--- config.mk ---
export PLATFORM = sky130hd
export DESIGN_NAME = market_feed_message_parser
export DESIGN_NICKNAME = d
export VERILOG_FILES = /design/src/hw/rtl/mfp_pkg.sv /design/src/hw/rtl/mfp_step.sv /design/src/hw/rtl/market_feed_message_parser.sv
export SDC_FILE = /design/constraint.sdc
export NUM_CORES = 1
export LEC_CHECK = 0
export BUFFER_PORTS_ARGS = -buffer_cell sky130_fd_sc_hd__buf_2
export CORE_UTILIZATION = 40
export DETAILED_ROUTE_END_ITERATION = 6
export PLACE_DENSITY = 0.62
export SYNTH_ARGS = -nofsm -noshare
export SYNTH_HDL_FRONTEND = slang
export SYNTH_HIERARCHICAL = 1
export SYNTH_SLANG_ARGS = --single-unit
--- constraint.sdc ---
create_clock -name clk -period 13.3 [get_ports clk]
set_clock_uncertainty 0.2 [all_clocks]
set_input_delay 0 -clock clk [delete_from_list [all_inputs] [get_ports clk]]
set_output_delay 0 -clock clk [all_outputs]
set_load 0.02 [all_outputs]
--- src/hw/rtl/mfp_pkg.sv ---
package mfp_pkg;

	localparam int NUM_TYPES = 10;
	localparam int MAX_FIELDS = 18;
	localparam int SLOT_W = 4;
	localparam logic [3:0] STAMP_BYTES = 4'd6;

	typedef enum logic [1:0] {
		STATUS_OK      = 2'd0,
		STATUS_SHORT   = 2'd1,
		STATUS_UNKNOWN = 2'd2
	} status_t;

	// Known type letters: S R H A F E C X D U
	localparam logic [7:0] TYPE_LETTER [NUM_TYPES] = '{
		8'h53, 8'h52, 8'h48, 8'h41, 8'h46, 8'h45, 8'h43, 8'h58, 8'h44, 8'h55
	};

	localparam logic [4:0] LAYOUT_COUNT [NUM_TYPES] = '{
		5'd5, 5'd18, 5'd8, 5'd9, 5'd10, 5'd7, 5'd9, 5'd6, 5'd5, 5'd8
	};

	localparam logic [3:0] T6 = STAMP_BYTES;

	localparam logic [3:0] LAYOUT_WIDTH [NUM_TYPES][MAX_FIELDS] = '{
		'{4'd1, 4'd2, 4'd2, T6, 4'd1, 4'd0, 4'd0, 4'd0, 4'd0,
		  4'd0, 4'd0, 4'd0, 4'd0, 4'd0, 4'd0, 4'd0, 4'd0, 4'd0},
		'{4'd1, 4'd2, 4'd2, T6, 4'd8, 4'd1, 4'd1, 4'd4, 4'd1,
		  4'd1, 4'd2, 4'd1, 4'd1, 4'd1, 4'd1, 4'd1, 4'd4, 4'd1},
		'{4'd1, 4'd2, 4'd2, T6, 4'd8, 4'd1, 4'd1, 4'd4, 4'd0,
		  4'd0, 4'd0, 4'd0, 4'd0, 4'd0, 4'd0, 4'd0, 4'd0, 4'd0},
		'{4'd1, 4'd2, 4'd2, T6, 4'd8, 4'd1, 4'd4, 4'd8, 4'd4,
		  4'd0, 4'd0, 4'd0, 4'd0, 4'd0, 4'd0, 4'd0, 4'd0, 4'd0},
		'{4'd1, 4'd2, 4'd2, T6, 4'd8, 4'd1, 4'd4, 4'd8, 4'd4,
		  4'd4, 4'd0, 4'd0, 4'd0, 4'd0, 4'd0, 4'd0, 4'd0, 4'd0},
		'{4'd1, 4'd2, 4'd2, T6, 4'd8, 4'd4, 4'd8, 4'd0, 4'd0,
		  4'd0, 4'd0, 4'd0, 4'd0, 4'd0, 4'd0, 4'd0, 4'd0, 4'd0},
		'{4'd1, 4'd2, 4'd2, T6, 4'd8, 4'd4, 4'd8, 4'd1, 4'd4,
		  4'd0, 4'd0, 4'd0, 4'd0, 4'd0, 4'd0, 4'd0, 4'd0, 4'd0},
		'{4'd1, 4'd2, 4'd2, T6, 4'd8, 4'd4, 4'd0, 4'd0, 4'd0,
		  4'd0, 4'd0, 4'd0, 4'd0, 4'd0, 4'd0, 4'd0, 4'd0, 4'd0},
		'{4'd1, 4'd2, 4'd2, T6, 4'd8, 4'd0, 4'd0, 4'd0, 4'd0,
		  4'd0, 4'd0, 4'd0, 4'd0, 4'd0, 4'd0, 4'd0, 4'd0, 4'd0},
		'{4'd1, 4'd2, 4'd2, T6, 4'd8, 4'd8, 4'd4, 4'd4, 4'd0,
		  4'd0, 4'd0, 4'd0, 4'd0, 4'd0, 4'd0, 4'd0, 4'd0, 4'd0}
	};

	typedef struct packed {
		logic [2:0]  byte_in_field;
		logic [4:0]  field_number;
		logic [7:0]  current_type;
		logic [63:0] accumulator;
		logic        skipping;
		logic        layout_done;
	} parse_state_t;

	typedef struct packed {
		logic        valid;
		logic [7:0]  msg_type;
		logic [4:0]  field_index;
		logic [63:0] field_value;
		logic [3:0]  field_bytes;
		logic        last_field;
		status_t     status;
	} field_res_t;

	// Slot of a known letter, NUM_TYPES when unknown
	function automatic logic [SLOT_W-1:0] type_slot(input logic [7:0] t);
		logic [SLOT_W-1:0] slot;
		slot = SLOT_W'(NUM_TYPES);
		for (int i = NUM_TYPES - 1; i >= 0; i--) begin
			if (TYPE_LETTER[i] == t) begin
				slot = SLOT_W'(i);
			end
		end
		return slot;
	endfunction

endpackage

--- src/hw/rtl/mfp_step.sv ---
module mfp_step (
	input  mfp_pkg::parse_state_t cur,
	input  logic [7:0]            in_byte,
	input  logic                  in_last,
	output mfp_pkg::parse_state_t nxt,
	output mfp_pkg::field_res_t   res
);
	import mfp_pkg::*;

	logic [7:0]        typ;
	logic [SLOT_W-1:0] slot;
	logic [4:0]        count;
	logic [3:0]        width;
	logic [63:0]       acc;
	logic              final_field;

	always_comb begin
		typ = (cur.field_number == 5'd0 && cur.byte_in_field == 3'd0) ?
			in_byte : cur.current_type;
		slot = type_slot(typ);
		count = 5'd0;
		width = 4'd0;
		if (slot < SLOT_W'(NUM_TYPES)) begin
			count = LAYOUT_COUNT[slot];
			if (cur.field_number < count) begin
				width = LAYOUT_WIDTH[slot][cur.field_number];
			end
		end
		acc = {cur.accumulator[55:0], in_byte};
		final_field = (cur.field_number + 5'd1 == count);
	end

	always_comb begin
		nxt = cur;
		res = '0;
		res.status = STATUS_OK;
		if (cur.skipping || cur.layout_done) begin
			if (in_last) begin
				nxt.skipping = 1'b0;
				nxt.layout_done = 1'b0;
				nxt.byte_in_field = '0;
				nxt.field_number = '0;
				nxt.accumulator = '0;
			end
		end else begin
			nxt.current_type = typ;
			res.msg_type = typ;
			res.field_index = cur.field_number;
			if (slot >= SLOT_W'(NUM_TYPES)) begin
				res.valid = 1'b1;
				res.status = STATUS_UNKNOWN;
				nxt.skipping = !in_last;
			end else if (cur.field_number >= count) begin
				// not reachable from reset; treat as a finished layout
				nxt.layout_done = !in_last;
			end else if ({1'b0, cur.byte_in_field} + 4'd1 < width) begin
				nxt.byte_in_field = cur.byte_in_field + 3'd1;
				nxt.accumulator = acc;
				if (in_last) begin
					res.valid = 1'b1;
					res.status = STATUS_SHORT;
				end
			end else if (in_last && !final_field) begin
				res.valid = 1'b1;
				res.status = STATUS_SHORT;
				res.field_index = cur.field_number + 5'd1;
			end else begin
				res.valid = 1'b1;
				res.field_value = acc;
				res.field_bytes = width;
				res.last_field = final_field;
				nxt.accumulator = '0;
				nxt.byte_in_field = '0;
				nxt.field_number = cur.field_number + 5'd1;
				nxt.layout_done = final_field && !in_last;
			end
			if (in_last) begin
				nxt.byte_in_field = '0;
				nxt.field_number = '0;
				nxt.accumulator = '0;
				nxt.skipping = 1'b0;
				nxt.layout_done = 1'b0;
			end
		end
	end

endmodule

--- src/hw/rtl/market_feed_message_parser.sv ---
// Market-feed message parser: one message byte per input transaction.
// Input channel: in_valid/in_stall carry in_byte and in_last (last byte of
// the frame). Output channel: out_valid/out_stall carry one parsed field per
// transaction (msg_type, field_index, field_value, field_bytes, last_field,
// status), or an error with status short or unknown type.
// A byte accepted into the input register is stepped once the result
// register can take a transaction; a field it completes is registered there
// and shows on out_valid. Throughput is one byte per cycle unless out_stall
// holds a result, set by the combinational step between the two registers.
// Back pressure: the input register doubles as a skid stage, so one more byte
// is taken while a result waits; in_stall rises only when both the result
// register and the input register are full and out_stall is high.
// Bytes with no result pass the step one per cycle unless a result is stalled.
// Reset (arst_n low, asynchronous) clears the parser state, empties both
// registers and leaves the parser waiting for the type byte of a new frame.
module market_feed_message_parser (
	input  logic        clk,
	input  logic        arst_n,
	input  logic        in_valid,
	output logic        in_stall,
	input  logic [7:0]  in_byte,
	input  logic        in_last,
	output logic        out_valid,
	input  logic        out_stall,
	output logic [7:0]  msg_type,
	output logic [4:0]  field_index,
	output logic [63:0] field_value,
	output logic [3:0]  field_bytes,
	output logic        last_field,
	output logic [1:0]  status
);
	import mfp_pkg::*;

	// input register (skid stage)
	logic       valid_s1;
	logic [7:0] byte_s1;
	logic       last_s1;

	parse_state_t state_q;
	parse_state_t state_nxt;
	field_res_t   res;

	logic advance;
	logic take_in;

	// step the held byte whenever the result register can take a transaction
	assign advance  = valid_s1 && (!out_valid || !out_stall);
	assign in_stall = valid_s1 && !advance;
	assign take_in  = in_valid && !in_stall;

	mfp_step u_step (
		.cur     (state_q),
		.in_byte (byte_s1),
		.in_last (last_s1),
		.nxt     (state_nxt),
		.res     (res)
	);

	always_ff @(posedge clk or negedge arst_n) begin
		if (!arst_n) begin
			valid_s1 <= 1'b0;
		end else if (take_in) begin
			valid_s1 <= 1'b1;
		end else if (advance) begin
			valid_s1 <= 1'b0;
		end
	end

	always_ff @(posedge clk) begin
		if (take_in) begin
			byte_s1 <= in_byte;
			last_s1 <= in_last;
		end
	end

	always_ff @(posedge clk or negedge arst_n) begin
		if (!arst_n) begin
			state_q <= '0;
		end else if (advance) begin
			state_q <= state_nxt;
		end
	end

	always_ff @(posedge clk or negedge arst_n) begin
		if (!arst_n) begin
			out_valid <= 1'b0;
		end else if (advance) begin
			out_valid <= res.valid;
		end else if (!out_stall) begin
			out_valid <= 1'b0;
		end
	end

	// result payload; loaded only when a field or error is produced
	always_ff @(posedge clk) begin
		if (advance && res.valid) begin
			msg_type    <= res.msg_type;
			field_index <= res.field_index;
			field_value <= res.field_value;
			field_bytes <= res.field_bytes;
			last_field  <= res.last_field;
			status      <= 2'(res.status);
		end
	end

endmodule
==> metrics.txt <==
drt first-iter violations=433; fillers=2058; Util after Layout=0.4633; R2R Path Start=state_q[74]$_DFFE_PN0P_; Synth Instances=732; Num CTS Buffers=17; worst-case reg-to-reg path depth=26; via count=6165; largest net degree at the start of global routing=59; # rows=55; H-tree depth=4; Fin. Hold Viols=0; commonest non-fill, non-tap cell in the layout=buf_2; Worst setup EP type=flop; most frequent cells in the layout=buf_2, edfxtp_1, dfrtp_1; R2R Setup Slk=4.20 ns; pwr dens=134.6 mW/mm2; register area=0.004695 mm2; core area=0.02264 mm2; synth warn=6; layout net count=852; FMAX=109.9 MHz; Slew Viols, Final=0; CP startpoint kind=flop; CP endpoint=field_value[10]$_DFFE_PP_; area delta synth->final=13.45%; Initial Util=0.4083; RSZ-0062 raised after global routing=no; gr ovfl total=0; Post-CTS Setup Inserts=0; DRT Pass-1 Iters=5; Max VDD drop=0.06975 mV; final worst path period share=0.6841; TritonCTS Sinks=169; MaxCap Viol Count=0; highest routed layer=met4; antenna violations before repair=0; WL final=20.74 mm; met3 wire len=753 um; Setup-failing EPs final=0; die area=0.02373 mm2; Routability Congestion=0.8720; vias in the first global route=5939; first-pass GRT wire length=33.12 mm; CP arrival=8.94 ns; R2R Path End=field_value[10]$_DFFE_PP_; worst slew pin tran=1.124 ns; CP peak stage delay=0.85 ns; clk_lat worst skew=0.42 ns; DR WL met2=9.896 mm; Post-Route M1 WL=9.696 mm; Tmin final=9.098 ns; peak fanout along the critical path=52; Post-Syn Area per Cell=12.63 um2; drc violations=0; clock transition at the registers of the reported paths=0.07 ns; Clock Tree Buf Depth=2; ant diodes=0; PortBufs=98; DPL Wire Length=13.79 mm; total track usage=0.1801; CP max stage cell=a21oi_4; HP Class=in2reg; CP Launch Point=state_q[74]$_DFFE_PN0P_; CTS tree=done; Ports=99; area of the multi-input gates=0.004084 mm2; count of cells resized by post-cts repair=0; critical path type=reg2reg; Syn Std Cell Area=0.009245 mm2; syn nets=767; die width=154.0 um; Worst slew margin=0.2492; clk root buf=clkbuf_16; Critical Path RT=13.14 ns; die height=154.0 um; via-per-instance ratio=5.529; Lkg Pwr=4.511 nW; per-cell routed wire length=18.60 um; status=complete, no violations; Setup TNS Final=0 ns; ANT nets after route=0; layout cells sized above 1=0.2892
==> power by group <==
| part | switching, mW | internal (mW) |
|---|---|---|
| combinational | 0.158 | 0.0962 |
| sequential | 0.0476 | 0.620 |
| clock | 0.211 | 0.279 |
==> state kept, by name, indices dropped and copies added, names as in the netlist <==
signal,flops
last_field,1
field_index,5
state_q,74
last_s1,1
field_bytes,4
msg_type,8
status,2
field_value,64
byte_s1,8
out_valid,1
valid_s1,1
==> final cells by class <==
type | instances | share of cell area
Timing Repair Buffer | 121 | 0.06799
Sequential cell | 169 | 0.4476
Multi-Input combinational cell | 494 | 0.3894
Clock buffer | 22 | 0.04533
Tap cell | 285 | 0.03400
Clock inverter | 10 | 0.01074
Inverter | 14 | 0.005010
==> per-layer routing <==
layer  GRT usage  vias to the layer above
met5           0                        -
met4     0.05286                        0
met3     0.03298                       23
met2      0.2900                      164
met1      0.2470                     3094
li1            -                     2884
==> worst min-delay path by stage <==
| stage | start | end | slack, ns | cells after the start |
|---|---|---|---|---|
| final | in_byte[6] | byte_s1[6]$_DFFE_PP_ | 0.09 | 2 |
| after CTS | in_byte[7] | byte_s1[7]$_DFFE_PP_ | 0.07 | 2 |
| after detailed placement | arst_n | state_q[56]$_DFFE_PN0P_ | -0.27 | 1 |
| after floorplan | arst_n | out_valid$_DFFE_PN0P_ | -0.50 | 0 |
| after global placement | arst_n | state_q[56]$_DFFE_PN0P_ | -0.28 | 1 |
| after global routing | in_byte[4] | byte_s1[4]$_DFFE_PP_ | 0.06 | 2 |
==> worst max-delay path: cells and delay by family (launching register included) <==
kind                     cells  cell delay, ns
AO/OA/AOI/OAI               10            2.25
flip-flops                   1            0.62
multiplexers                 1            0.32
buffers and inverters        2            0.93
AND/OR/NAND/NOR             10            3.60
adder cells (fa/ha/maj)      3            0.71
==> what timing repair did <==
action	4_1_cts	5_1_grt
setup endpoints to repair	0	0
hold buffers	15	0
endpoints found under the hold margin	96	0
==> stage by stage <==
step / worst slack (ns) / power, mW / cells / hold WS [ns] / instance area, um2
3_3_place_gp: 4.339 / 0.9281 / 1068 / -0.2760 / 9741
3_5_place_dp: 4.254 / 0.9299 / 1068 / -0.2721 / 9741
5_1_grt: 3.341 / 1.471 / 1115 / 0.06377 / 10490
4_1_cts: 4.212 / 1.427 / 1115 / 0.06520 / 10490
2_1_floorplan: 3.001 / 0.8720 / 732 / -0.4956 / 9245
6_report: 4.202 / 1.412 / 1115 / 0.08655 / 10490
Note: power is estimated with default switching activity, not from simulation.
